===== config.mk =====
export PLATFORM = sky130hd
export DESIGN_NAME = joystick_cursor_viewport_pan
export DESIGN_NICKNAME = d
export VERILOG_FILES = /design/src/rtl/jcvp_pkg.sv /design/src/rtl/jcvp_cfg_regs.sv /design/src/rtl/jcvp_axis.sv /design/src/rtl/jcvp_pan.sv /design/src/rtl/joystick_cursor_viewport_pan.sv
export SDC_FILE = /design/constraint.sdc
export NUM_CORES = 1
export LEC_CHECK = 0
export BUFFER_PORTS_ARGS = -buffer_cell sky130_fd_sc_hd__buf_2
export CAP_MARGIN = 20
export CORE_MARGIN = 2
export CORE_UTILIZATION = 55
export DETAILED_ROUTE_END_ITERATION = 16
export GPL_TIMING_DRIVEN = 0
export MAX_ROUTING_LAYER = met4
export PLACE_DENSITY = 0.72
export RECOVER_POWER = 100
export SYNTH_ARGS = -nofsm -noshare
export SYNTH_HDL_FRONTEND = slang
export SYNTH_SLANG_ARGS = --single-unit

===== constraint.sdc =====
create_clock -name clk -period 10.2 [get_ports clk]
set_input_delay 0.51 -clock clk [delete_from_list [all_inputs] [get_ports clk]]
set_output_delay 0.51 -clock clk [all_outputs]
set_load 0.03 [all_outputs]

===== src/rtl/jcvp_pkg.sv =====
// shared types and register indexes for the joystick cursor viewport pan block
package jcvp_pkg;

  localparam int READING_W = 10;
  localparam int CFG_IDX_W = 2;
  localparam int CFG_DATA_W = 10;

  localparam logic [CFG_IDX_W-1:0] REG_REST_LEVEL  = 2'd0;
  localparam logic [CFG_IDX_W-1:0] REG_DEAD_ZONE   = 2'd1;
  localparam logic [CFG_IDX_W-1:0] REG_FAST_MARGIN = 2'd2;

  localparam logic [9:0] REST_LEVEL_RST  = 10'd512;
  localparam logic [8:0] DEAD_ZONE_RST   = 9'd64;
  localparam logic [9:0] FAST_MARGIN_RST = 10'd350;

  // signed step of one axis: -5, -1, 0, 1 or 5
  localparam int STEP_W = 4;
  localparam logic signed [STEP_W-1:0] STEP_NONE     = 4'sd0;
  localparam logic signed [STEP_W-1:0] STEP_SLOW_POS = 4'sd1;
  localparam logic signed [STEP_W-1:0] STEP_SLOW_NEG = -4'sd1;
  localparam logic signed [STEP_W-1:0] STEP_FAST_POS = 4'sd5;
  localparam logic signed [STEP_W-1:0] STEP_FAST_NEG = -4'sd5;

  typedef struct packed {
    logic [9:0] rest_level;
    logic [8:0] dead_zone;
    logic [9:0] fast_margin;
  } jcvp_cfg_t;

  typedef struct packed {
    logic [9:0] horiz_reading;
    logic [9:0] vert_reading;
  } jcvp_in_t;

  typedef struct packed {
    logic [8:0]  cursor_x;
    logic [8:0]  cursor_y;
    logic [10:0] map_x;
    logic [10:0] map_y;
    logic        full_redraw;
    logic        patch_redraw;
    logic [8:0]  old_cursor_x;
    logic [8:0]  old_cursor_y;
  } jcvp_out_t;

endpackage


===== src/rtl/jcvp_cfg_regs.sv =====
// configuration registers: rest reading, dead zone and fast step margin
module jcvp_cfg_regs
  import jcvp_pkg::*;
(
  input  logic                  clk,
  input  logic                  rst_n,
  input  logic                  wr_en,
  input  logic [CFG_IDX_W-1:0]  wr_index,
  input  logic [CFG_DATA_W-1:0] wr_data,
  output jcvp_cfg_t             cfg
);

  jcvp_cfg_t cfg_r;

  always_ff @(posedge clk) begin
    if (!rst_n) begin
      cfg_r.rest_level  <= REST_LEVEL_RST;
      cfg_r.dead_zone   <= DEAD_ZONE_RST;
      cfg_r.fast_margin <= FAST_MARGIN_RST;
    end else if (wr_en) begin
      case (wr_index)
        REG_REST_LEVEL:  cfg_r.rest_level  <= wr_data;
        REG_DEAD_ZONE:   cfg_r.dead_zone   <= wr_data[8:0];
        REG_FAST_MARGIN: cfg_r.fast_margin <= wr_data;
        default: ;
      endcase
    end
  end

  assign cfg = cfg_r;

endmodule


===== src/rtl/jcvp_axis.sv =====
// band classifier for one joystick axis, larger reading gives a positive step
module jcvp_axis
  import jcvp_pkg::*;
(
  input  logic [READING_W-1:0]     reading,
  input  jcvp_cfg_t                cfg,
  output logic signed [STEP_W-1:0] step
);

  localparam int BW = 13;

  logic signed [BW-1:0] r_s;
  logic signed [BW-1:0] lo_s;
  logic signed [BW-1:0] hi_s;
  logic signed [BW-1:0] lo_fast_s;
  logic signed [BW-1:0] hi_fast_s;

  always_comb begin
    r_s       = $signed({3'b000, reading});
    lo_s      = $signed({3'b000, cfg.rest_level}) - $signed({4'b0000, cfg.dead_zone});
    hi_s      = $signed({3'b000, cfg.rest_level}) + $signed({4'b0000, cfg.dead_zone});
    lo_fast_s = lo_s - $signed({3'b000, cfg.fast_margin});
    hi_fast_s = hi_s + $signed({3'b000, cfg.fast_margin});
    if (r_s < lo_s) begin
      step = (r_s > lo_fast_s) ? STEP_SLOW_NEG : STEP_FAST_NEG;
    end else if (r_s > hi_s) begin
      step = (r_s < hi_fast_s) ? STEP_SLOW_POS : STEP_FAST_POS;
    end else begin
      step = STEP_NONE;
    end
  end

endmodule


===== src/rtl/jcvp_pan.sv =====
// cursor and map window state with the combinational move, jump and clamp update
module jcvp_pan
  import jcvp_pkg::*;
#(
  parameter int VIEW_WIDTH   = 420,
  parameter int VIEW_HEIGHT  = 320,
  parameter int MAP_SIZE     = 2048,
  parameter int CURSOR_WIDTH = 9
) (
  input  logic                     clk,
  input  logic                     rst_n,
  input  logic                     step_en,
  input  logic signed [STEP_W-1:0] step_x,
  input  logic signed [STEP_W-1:0] step_y,
  output jcvp_out_t                res
);

  localparam int SW_RAW = $clog2(MAP_SIZE + VIEW_WIDTH + VIEW_HEIGHT + 16) + 1;
  localparam int SW     = (SW_RAW < 12) ? 12 : SW_RAW;
  localparam int COL_W  = $clog2(VIEW_WIDTH);
  localparam int ROW_W  = $clog2(VIEW_HEIGHT);
  localparam int WIN_W  = $clog2(MAP_SIZE);
  localparam int HALF   = CURSOR_WIDTH / 2;

  localparam int WL_MAX = MAP_SIZE - VIEW_WIDTH;
  localparam int WT_MAX = MAP_SIZE - VIEW_HEIGHT;
  localparam int WL_C   = MAP_SIZE / 2 - VIEW_WIDTH / 2;
  localparam int WT_C   = MAP_SIZE / 2 - VIEW_HEIGHT / 2;
  localparam int WL_RST = (WL_C > WL_MAX) ? ((WL_MAX < 0) ? 0 : WL_MAX) : WL_C;
  localparam int WT_RST = (WT_C > WT_MAX) ? ((WT_MAX < 0) ? 0 : WT_MAX) : WT_C;

  localparam logic signed [SW-1:0] HALF_S   = SW'(HALF);
  localparam logic signed [SW-1:0] ZERO_S   = SW'(0);
  localparam logic signed [SW-1:0] VW_S     = SW'(VIEW_WIDTH);
  localparam logic signed [SW-1:0] VH_S     = SW'(VIEW_HEIGHT);
  localparam logic signed [SW-1:0] WL_MAX_S = SW'(WL_MAX);
  localparam logic signed [SW-1:0] WT_MAX_S = SW'(WT_MAX);
  localparam logic signed [SW-1:0] RIGHT_S  = SW'(VIEW_WIDTH - HALF);
  localparam logic signed [SW-1:0] BOTTOM_S = SW'(VIEW_HEIGHT - HALF);
  localparam logic signed [SW-1:0] COL_HI_S = SW'(VIEW_WIDTH - 1 - HALF);
  localparam logic signed [SW-1:0] ROW_HI_S = SW'(VIEW_HEIGHT - 1 - HALF);
  localparam logic signed [SW-1:0] COL_MID_S = SW'(VIEW_WIDTH / 2);
  localparam logic signed [SW-1:0] ROW_MID_S = SW'(VIEW_HEIGHT / 2);

  function automatic logic signed [SW-1:0] clamp_s(
    input logic signed [SW-1:0] v,
    input logic signed [SW-1:0] lo,
    input logic signed [SW-1:0] hi
  );
    logic signed [SW-1:0] t;
    t = (v > hi) ? hi : v;
    return (t < lo) ? lo : t;
  endfunction

  logic [COL_W-1:0] col_r, col_nxt;
  logic [ROW_W-1:0] row_r, row_nxt;
  logic [WIN_W-1:0] wl_r, wl_nxt;
  logic [WIN_W-1:0] wt_r, wt_nxt;

  logic signed [SW-1:0] col_e, row_e, wl_e, wt_e;
  logic signed [SW-1:0] cx, cy, wl_j, wt_j;
  logic signed [SW-1:0] col_new, row_new, wl_new, wt_new;
  logic                 jumped;

  always_comb begin
    col_e = $signed({{(SW-COL_W){1'b0}}, col_r});
    row_e = $signed({{(SW-ROW_W){1'b0}}, row_r});
    wl_e  = $signed({{(SW-WIN_W){1'b0}}, wl_r});
    wt_e  = $signed({{(SW-WIN_W){1'b0}}, wt_r});
    cx    = col_e - SW'(step_x);
    cy    = row_e + SW'(step_y);
    wl_j  = wl_e;
    wt_j  = wt_e;
    jumped = 1'b1;
    // edge priority: top, bottom, left, right
    if (cy < HALF_S && wt_e > ZERO_S) begin
      wt_j = wt_e - VH_S;
    end else if (cy > BOTTOM_S && wt_e < WT_MAX_S) begin
      wt_j = wt_e + VH_S;
    end else if (cx < HALF_S && wl_e > ZERO_S) begin
      wl_j = wl_e - VW_S;
    end else if (cx > RIGHT_S && wl_e < WL_MAX_S) begin
      wl_j = wl_e + VW_S;
    end else begin
      jumped = 1'b0;
    end
    if (jumped) begin
      wl_new = clamp_s(wl_j, ZERO_S, WL_MAX_S);
      wt_new = clamp_s(wt_j, ZERO_S, WT_MAX_S);
      col_new = clamp_s(COL_MID_S, HALF_S, COL_HI_S);
      row_new = clamp_s(ROW_MID_S, HALF_S, ROW_HI_S);
    end else begin
      wl_new = wl_e;
      wt_new = wt_e;
      col_new = clamp_s(cx, HALF_S, COL_HI_S);
      row_new = clamp_s(cy, HALF_S, ROW_HI_S);
    end
    col_nxt = col_new[COL_W-1:0];
    row_nxt = row_new[ROW_W-1:0];
    wl_nxt  = wl_new[WIN_W-1:0];
    wt_nxt  = wt_new[WIN_W-1:0];

    res.cursor_x     = col_new[8:0];
    res.cursor_y     = row_new[8:0];
    res.map_x        = wl_new[10:0];
    res.map_y        = wt_new[10:0];
    res.full_redraw  = jumped;
    res.patch_redraw = (col_nxt != col_r) || (row_nxt != row_r);
    res.old_cursor_x = col_e[8:0];
    res.old_cursor_y = row_e[8:0];
  end

  always_ff @(posedge clk) begin
    if (!rst_n) begin
      col_r <= COL_W'(VIEW_WIDTH / 2);
      row_r <= ROW_W'(VIEW_HEIGHT / 2);
      wl_r  <= WIN_W'(WL_RST);
      wt_r  <= WIN_W'(WT_RST);
    end else if (step_en) begin
      col_r <= col_nxt;
      row_r <= row_nxt;
      wl_r  <= wl_nxt;
      wt_r  <= wt_nxt;
    end
  end

endmodule


===== src/rtl/joystick_cursor_viewport_pan.sv =====
// top level of the joystick cursor viewport pan block
// Each joystick sample yields exactly one result. A sample is captured in an
// input register; once the output register is free or being drained, the cursor
// and map window state is updated in a single pass (axis bands, edge jump,
// clamping) and the result is written to the output register. The block
// sustains one sample per cycle while out_ready stays high; the combinational
// state update loop sets that rate. Configuration writes are always taken
// (cfg_ready is high) and should only be issued while no transaction is in flight.
module joystick_cursor_viewport_pan
  import jcvp_pkg::*;
#(
  parameter int VIEW_WIDTH   = 420,
  parameter int VIEW_HEIGHT  = 320,
  parameter int MAP_SIZE     = 2048,
  parameter int CURSOR_WIDTH = 9
) (
  input  logic                  clk,
  input  logic                  rst_n,
  input  logic                  in_valid,
  output logic                  in_ready,
  input  jcvp_in_t              in_data,
  output logic                  out_valid,
  input  logic                  out_ready,
  output jcvp_out_t             out_data,
  input  logic                  cfg_valid,
  output logic                  cfg_ready,
  input  logic [CFG_IDX_W-1:0]  cfg_index,
  input  logic [CFG_DATA_W-1:0] cfg_wdata
);

  jcvp_cfg_t cfg;
  jcvp_in_t  s1_data_r;
  jcvp_out_t res;
  jcvp_out_t out_data_r;
  logic      s1_valid_r, s1_valid_nxt;
  logic      out_valid_r, out_valid_nxt;
  logic      adv;
  logic      in_fire;
  logic signed [STEP_W-1:0] step_x, step_y;

  assign cfg_ready = 1'b1;

  jcvp_cfg_regs u_cfg (
    .clk      (clk),
    .rst_n    (rst_n),
    .wr_en    (cfg_valid),
    .wr_index (cfg_index),
    .wr_data  (cfg_wdata),
    .cfg      (cfg)
  );

  jcvp_axis u_axis_x (
    .reading (s1_data_r.horiz_reading),
    .cfg     (cfg),
    .step    (step_x)
  );

  jcvp_axis u_axis_y (
    .reading (s1_data_r.vert_reading),
    .cfg     (cfg),
    .step    (step_y)
  );

  jcvp_pan #(
    .VIEW_WIDTH   (VIEW_WIDTH),
    .VIEW_HEIGHT  (VIEW_HEIGHT),
    .MAP_SIZE     (MAP_SIZE),
    .CURSOR_WIDTH (CURSOR_WIDTH)
  ) u_pan (
    .clk     (clk),
    .rst_n   (rst_n),
    .step_en (adv),
    .step_x  (step_x),
    .step_y  (step_y),
    .res     (res)
  );

  // stage one moves on when the output register is free or being drained
  assign adv      = s1_valid_r && (!out_valid_r || out_ready);
  assign in_ready = !s1_valid_r || adv;
  assign in_fire  = in_valid && in_ready;

  always_comb begin
    s1_valid_nxt  = in_fire || (s1_valid_r && !adv);
    out_valid_nxt = adv || (out_valid_r && !out_ready);
  end

  always_ff @(posedge clk) begin
    if (!rst_n) begin
      s1_valid_r  <= 1'b0;
      out_valid_r <= 1'b0;
    end else begin
      s1_valid_r  <= s1_valid_nxt;
      out_valid_r <= out_valid_nxt;
    end
  end

  always_ff @(posedge clk) begin
    if (in_fire) begin
      s1_data_r <= in_data;
    end
    if (adv) begin
      out_data_r <= res;
    end
  end

  assign out_valid = out_valid_r;
  assign out_data  = out_data_r;

endmodule


[Word level (Yosys, flattened, before mapping)]
Cells that the tools add are included.
Storage, ports and cells
  bits in writable memories: 0
  input port bits: 37
  register bits after elaboration: 151
  bits in latches: 0
  memory bits (read-only): 0
  word-level logic and storage cells: 108
  memories kept: 0
  output and inout port bits: 63
Operators by class
  reduce and logical (&&, ||, !) cells: 21
  add/sub/neg operators: 10
  shift operators: 0
  order comparisons: 24
  bitwise logic cells: 0
  multiplexer cells: 30
  multipliers: 0
  equality and inequality tests: 4
  divide/modulo/power cells: 0
Operators with widths (count)
  two-way mux 13 bit: 10
  > comparator 11 x 13 -> 1 bit: 4
  > comparator 13 x 10 -> 1 bit (second input constant): 4
  less-than comparator 11 x 13 -> 1 bit: 4
  less-than comparator 13 x 4 -> 1 bit (second input constant): 4
  two-way mux 11 bit: 4
  two-way mux 9 bit: 4
  > comparator 13 x 12 -> 1 bit (second input constant): 2
  less-than comparator 13 x 1 -> 1 bit (second input constant): 2
  adder 11 x 9 -> 12 bit (second input constant): 2
  subtractor 11 x 9 -> 12 bit (second input constant): 2
  > comparator 11 x 1 -> 1 bit (second input constant): 2
  less-than comparator 11 bit (second input constant): 2
  != test 9 bit: 2
  two-way mux 4 bit: 4
  adder 13 x 11 -> 13 bit: 1
  subtractor 13 x 11 -> 13 bit: 1
  two-way mux 3 bit: 4
  adder 10 x 4 -> 11 bit: 1
  adder 10 x 9 -> 11 bit: 1
  subtractor 10 x 4 -> 11 bit: 1
  subtractor 10 x 9 -> 11 bit: 1
  logical AND 1 bit: 8
  AND reduction 2 bit: 3
  6 further kinds: 16

[Logic depth before layout (Yosys ltp)]
  word-level depth: 18
  mapped depth: 42
  gate-level depth less buffers: 38

[Cells and area by module]
From an unflattened synthesis, not the netlist that was laid out.
Second synthesis, totals
  cells, all modules: 1507
  area, all modules: 13454.2 µm²
Modules (own cells, without submodules)
  jcvp_pan: sequential area each 800.8 µm², cells each 618, area each 4600.7 µm², times used 1
  jcvp_axis (u_axis_x): sequential area each 0.0 µm², cells each 339, area each 2576.2 µm², times used 1
  jcvp_axis (u_axis_y): sequential area each 0.0 µm², cells each 340, area each 2562.5 µm², times used 1
  joystick_cursor_viewport_pan: sequential area each 2442.3 µm², cells each 91, area each 2517.4 µm², times used 1
  jcvp_cfg_regs: sequential area each 580.6 µm², cells each 119, area each 1197.4 µm², times used 1

[Least setup slack after synthesis]
OpenSTA, ideal clock, no wires.
  kind: register -> register
  start point: register u_cfg.cfg_r (netlist bit u_cfg.cfg[10])
  end point: register out_data_r (netlist bit out_data[36]), data pin
  library setup time: 0.261 ns
  arrival time: 7.045 ns
  period minus slack after synthesis: 7.305 ns
  required time: 9.939 ns
  path slack: 2.895 ns
  stages on the path, launching flop included: 36
  buffers on the path: 3
  path through: dfxtp_1 -> ha_1 -> fa_1 -> inv_1 -> fa_1 -> ha_1 -> a21boi_0 -> o21a_1 -> o21ai_0 -> nand2b_1 -> a21oi_1 -> o21bai_1 -> a32o_1 -> maj3_1 -> a22o_1 -> maj3_1 -> nand4b_1 -> o21ai_0 -> ha_1 -> and2b_1 -> o2111a_1 -> o311ai_1 -> and2_1 -> or3_4 -> o22a_2 -> o2bb2ai_2 -> buf_6 -> a221o_1 -> xor2_1 -> o41ai_2 -> a22oi_1 -> or2_1 -> buf_6 -> buf_6 -> nand4_1 -> nand3_1
RTL lines
  start, declared: RTL line jcvp_cfg_regs.sv:13  | jcvp_cfg_t cfg_r;
  end signal, assigned: RTL line joystick_cursor_viewport_pan.sv:103  | out_data_r <= res;
  end, declared: RTL line joystick_cursor_viewport_pan.sv:34  | jcvp_out_t out_data_r;

==> flow_summary.rst <==
.. list-table::
   :header-rows: 1

   * - Metric
     - Value
   * - CP Capture Type
     - flop
   * - Ports placed on the boundary
     - 100
   * - Final-report hold violation count
     - 0
   * - Share of total power in combinational logic
     - between 40 and 50%
   * - Post-cts hold buffer count
     - 0
   * - Top_reg_cell synth
     - edfxtp_1
   * - Vias in the first global route
     - 9,216
   * - Path type of the worst min-delay path
     - in -> reg
   * - DRC Markers
     - 0
   * - Worst-case register-to-register setup slack
     - slightly above 0.9 ns
   * - Final cycle utilization of the critical path
     - between 90% and 100%
   * - Maximum number of pins on one net before global-route repair
     - 70
   * - Critical register-to-register path endpoint
     - out_data[18]
   * - DP HPWL
     - 22,220 µm
   * - Highest net fanout along the worst path
     - 10
   * - Number of distinct library cell variants in the gate-level netlist after synthesis
     - between 100 and 150
   * - Clock Skew
     - roughly 0.0094 ns
   * - Post-Place Cells
     - 1,606
   * - Global-route wire length before repair
     - roughly 47,000 µm
   * - Maximum frequency from static timing analysis
     - between 100 and 150 MHz
   * - Avg WL per Cell
     - 17.92 µm
   * - Number of endpoints failing setup at the final stage
     - 0
   * - Net Switching
     - 1178 µW
   * - Setup repair after global routing missed its margin
     - no
   * - Slew Limit Headroom
     - -147.0%
   * - Initial standard-cell utilization of the core
     - 55.95%
   * - RD Place Congestion
     - between 0.9 and 1
   * - Accumulated negative setup slack
     - 0 ns
   * - Number of standard cells in the final layout excluding fillers
     - 1,638
   * - H-tree Lvls
     - 4
   * - Clock slew seen by the registers of the worst setup and hold paths
     - roughly 0.06 ns
   * - Fraction of power consumed by sequential logic
     - between 20 and 30%
   * - Worst min-delay path startpoint
     - in_data[5]
   * - Static leakage
     - about 0.0052 µW
   * - Buffers inserted by post-CTS timing repair
     - 0
   * - Detail-routed via count per cell
     - about 5.9
   * - Peak ir drop on the vdd network
     - about 0.12 mV
   * - Later-pin clock latency in the skew report
     - about 0.43 ns
   * - GRT Util Overall
     - approximately 28%
   * - Wirelength, routed
     - ~29,000 µm
   * - Final global-route overflow total
     - 0
   * - 1st-iter DRT viols
     - slightly above 600
   * - Share of post-route cells with drive strength above 1
     - 7.968%
   * - #FFs+latches synth
     - 151
   * - Cell row count
     - 52
   * - Drt pass-1 iters
     - 5
   * - Endpoint of the worst hold-timing path
     - s1_data_r[5]
   * - Total of cells resized after clock tree synthesis
     - 0
   * - Total clock buffers created by CTS
     - 17
   * - Critical Path Slowest Stage Cell
     - nor2_1
   * - Data arrival time of the critical path
     - around 9.4 ns
   * - Failing checks
     - max-capacitance violations, max-slew violations
   * - Syn Nets
     - around 1,400
   * - Final critical delay including setup and external delays
     - 9.264 ns
   * - Slew Limit Fails
     - 70
   * - Reg-to-reg startpoint
     - u_cfg.cfg[11]
   * - CP Data Required Time
     - a little over 10 ns
   * - Max-cap violations
     - 1
   * - Leading cell types in the layout, fill and taps excluded
     - 136 x nand2_1, 133 x ha_1, 97 x clkbuf_1, 81 x a21oi_1, 80 x edfxtp_1
   * - Run status
     - complete, but fails checks
   * - Crit path largest cell delay
     - 0.68 ns
   * - Power per cell area
     - ~220 nW/µm²
   * - Mapped Avg Cell Area
     - around 9.1 µm²
   * - Count of buffers inserted at the top-level ports
     - 97
   * - Vias after detailed routing
     - 9,615
   * - Synthesis Warnings
     - 0
   * - Std-Cell Core Area
     - 20,230 µm²
   * - Antenna cell count
     - 0
   * - Floorplan die area
     - 21,750 µm²
   * - Startpoint type of the worst setup path
     - flop
   * - Clk network pwr share
     - 22.7%
   * - Cell depth of the worst flop-to-flop path
     - 36
   * - TritonCTS clock tree
     - done
   * - Antenna violations before repair
     - 0
   * - Register area share after synthesis
     - between 30% and 40%
   * - Max Root-Sink Buffers
     - 2
   * - Most used cell along the critical path
     - inv_1
   * - Most common library cell in the layout ignoring fill and taps
     - nand2_1
   * - Sw Share
     - 42.60%
   * - Post-synthesis instance area
     - about 11,000 µm²
   * - Vertical die dimension
     - approximately 150 µm
   * - Pin slew with the least headroom to its limit
     - 3.705 ns
   * - Share of synthesized registers carrying an async set or reset
     - 0%
   * - Total number of nets in the final design
     - around 1,500
   * - Die width
     - 147.5 µm
   * - Layout-stage area growth over the synthesis result
     - 11.35%
   * - Cell count after synthesis
     - about 1,200
   * - Sink count of the clock tree
     - about 150
   * - Cell Int Power
     - between 1500 and 2000 µW
   * - Worst hold path cell count
     - 1
   * - Number of enable-type register cells in the synthesized netlist
     - 80
   * - Path type of the worst setup path
     - reg -> reg
   * - Root Buffer Master
     - clkbuf_16
   * - Post-route ant nets
     - 0
[registers in the layout (all words and copies together) (netlist names)]
| register | flops |
|---|---|
| out_data | 60 |
| u_cfg.cfg | 29 |
| u_pan.wt_r | 11 |
| s1_data_r | 20 |
| u_pan.col_r | 9 |
| u_pan.wl_r | 11 |
| u_pan.row_r | 9 |
| out_valid | 1 |
| s1_valid_r | 1 |
[worst max-delay path by stage]
| stage | from | endpoint | slack, ns | depth (start not counted) |
|---|---|---|---|---|
| 2_1_floorplan | u_cfg.cfg[10] | out_data[36] | 2.89 | 35 |
| 3_3_place_gp | u_cfg.cfg[11] | out_data[18] | 1.14 | 36 |
| 3_5_place_dp | u_cfg.cfg[11] | out_data[18] | 1.08 | 36 |
| 4_1_cts | u_cfg.cfg[11] | out_data[18] | 1.04 | 36 |
| 5_1_grt | u_cfg.cfg[11] | out_data[18] | 0.30 | 37 |
| 6_report | u_cfg.cfg[11] | out_data[18] | 0.94 | 36 |
[critical path, delay by kind of cell, from the launching register on]
family,cells,cell delay (ns)
buffers and inverters,5,0.99
adders and majority gates,4,1.22
AOI/OAI and AO/OA,18,3.79
DFF,1,0.41
xor gates and xnor gates,2,0.48
and+or+nand+nor,7,2.04
[cell usage after synthesis, types with 6 or more instances]
library cell | number | area, µm²
o21bai_1 | 12 | 90.09
nand2b_1 | 23 | 143.9
buf_2 | 8 | 40.04
and2_1 | 18 | 112.6
and3_1 | 9 | 56.30
nor2_1 | 58 | 217.7
o211ai_1 | 18 | 135.1
a21boi_0 | 24 | 180.2
nor2b_1 | 36 | 225.2
o31ai_1 | 7 | 52.55
nor3_1 | 23 | 115.1
dfxtp_1 | 71 | 1421
a31oi_1 | 6 | 37.54
edfxtp_1 | 80 | 2402
xor2_1 | 25 | 219.0
inv_1 | 76 | 285.3
o21ai_0 | 65 | 325.3
mux2i_1 | 23 | 230.2
o22ai_1 | 7 | 43.79
nand4_1 | 23 | 143.9
nand3_1 | 32 | 160.2
ha_1 | 133 | 1664
xnor2_1 | 35 | 306.5
nor4_1 | 6 | 37.54
a21o_1 | 24 | 180.2
a21oi_1 | 81 | 405.4
fa_1 | 6 | 120.1
o21a_1 | 21 | 157.7
clkbuf_1 | 27 | 101.4
nand2_1 | 135 | 506.7
[layer usage]
metal	GRT usage [%]	vias up	routed length (µm)
li1	-	4728	-
met1	33.36	4528	12250
met2	47.55	294	14550
met3	4.290	65	1430
met4	11.78	0	1124
met5	-	-	0
[layout make-up]
| type | count | area, µm² |
|---|---|---|
| Fill cell | 1761 | 7629 |
| Multi-Input combinational cell | 968 | 6995 |
| Sequential cell | 151 | 3824 |
| Clock buffer | 22 | 474.2 |
| Timing Repair Buffer | 97 | 405.4 |
| Tap cell | 270 | 337.8 |
| Inverter | 77 | 289.0 |
| Buffer | 43 | 186.4 |
| Clock inverter | 10 | 93.84 |
[cells by family after synthesis]
group                      after synthesis  share of synthesized area, %
muxes                                   25                         2.233
adders and majority gates              142                         16.03
buffers and inverters                  120                         4.343
AOI/OAI and AO/OA                      340                         21.02
and+or+nand+nor                        399                         17.78
DFF                                    151                         33.78
other                                    1                       0.03312
xor gates and xnor gates                61                         4.786
[power by group through the flow]
stage / combinational (µW) / sequential, µW / clock, µW
after CTS: 1370 / 770 / 636
after global routing: 1510 / 779 / 658
after detailed placement: 1360 / 782 / 0
after global placement: 1340 / 783 / 0
after floorplan: 977 / 837 / 0
final: 1370 / 772 / 627
[per-stage QoR]
step / cell area (µm²) / total power, µW / setup WS (ns) / utilization [%] / hold slack (ns)
3_3_place_gp: 12140 / 2120 / 1.138 / 60.02 / 0.4324
4_1_cts: 12720 / 2779 / 1.041 / 62.84 / 0.2424
3_5_place_dp: 12150 / 2138 / 1.080 / 60.04 / 0.4384
2_1_floorplan: 11320 / 1814 / 2.895 / - / 0.4215
6_report: 12610 / 2766 / 0.9359 / 62.30 / 0.2523
5_1_grt: 12610 / 2947 / 0.2974 / 62.30 / 0.2375
(Power assumes the default switching activity.)
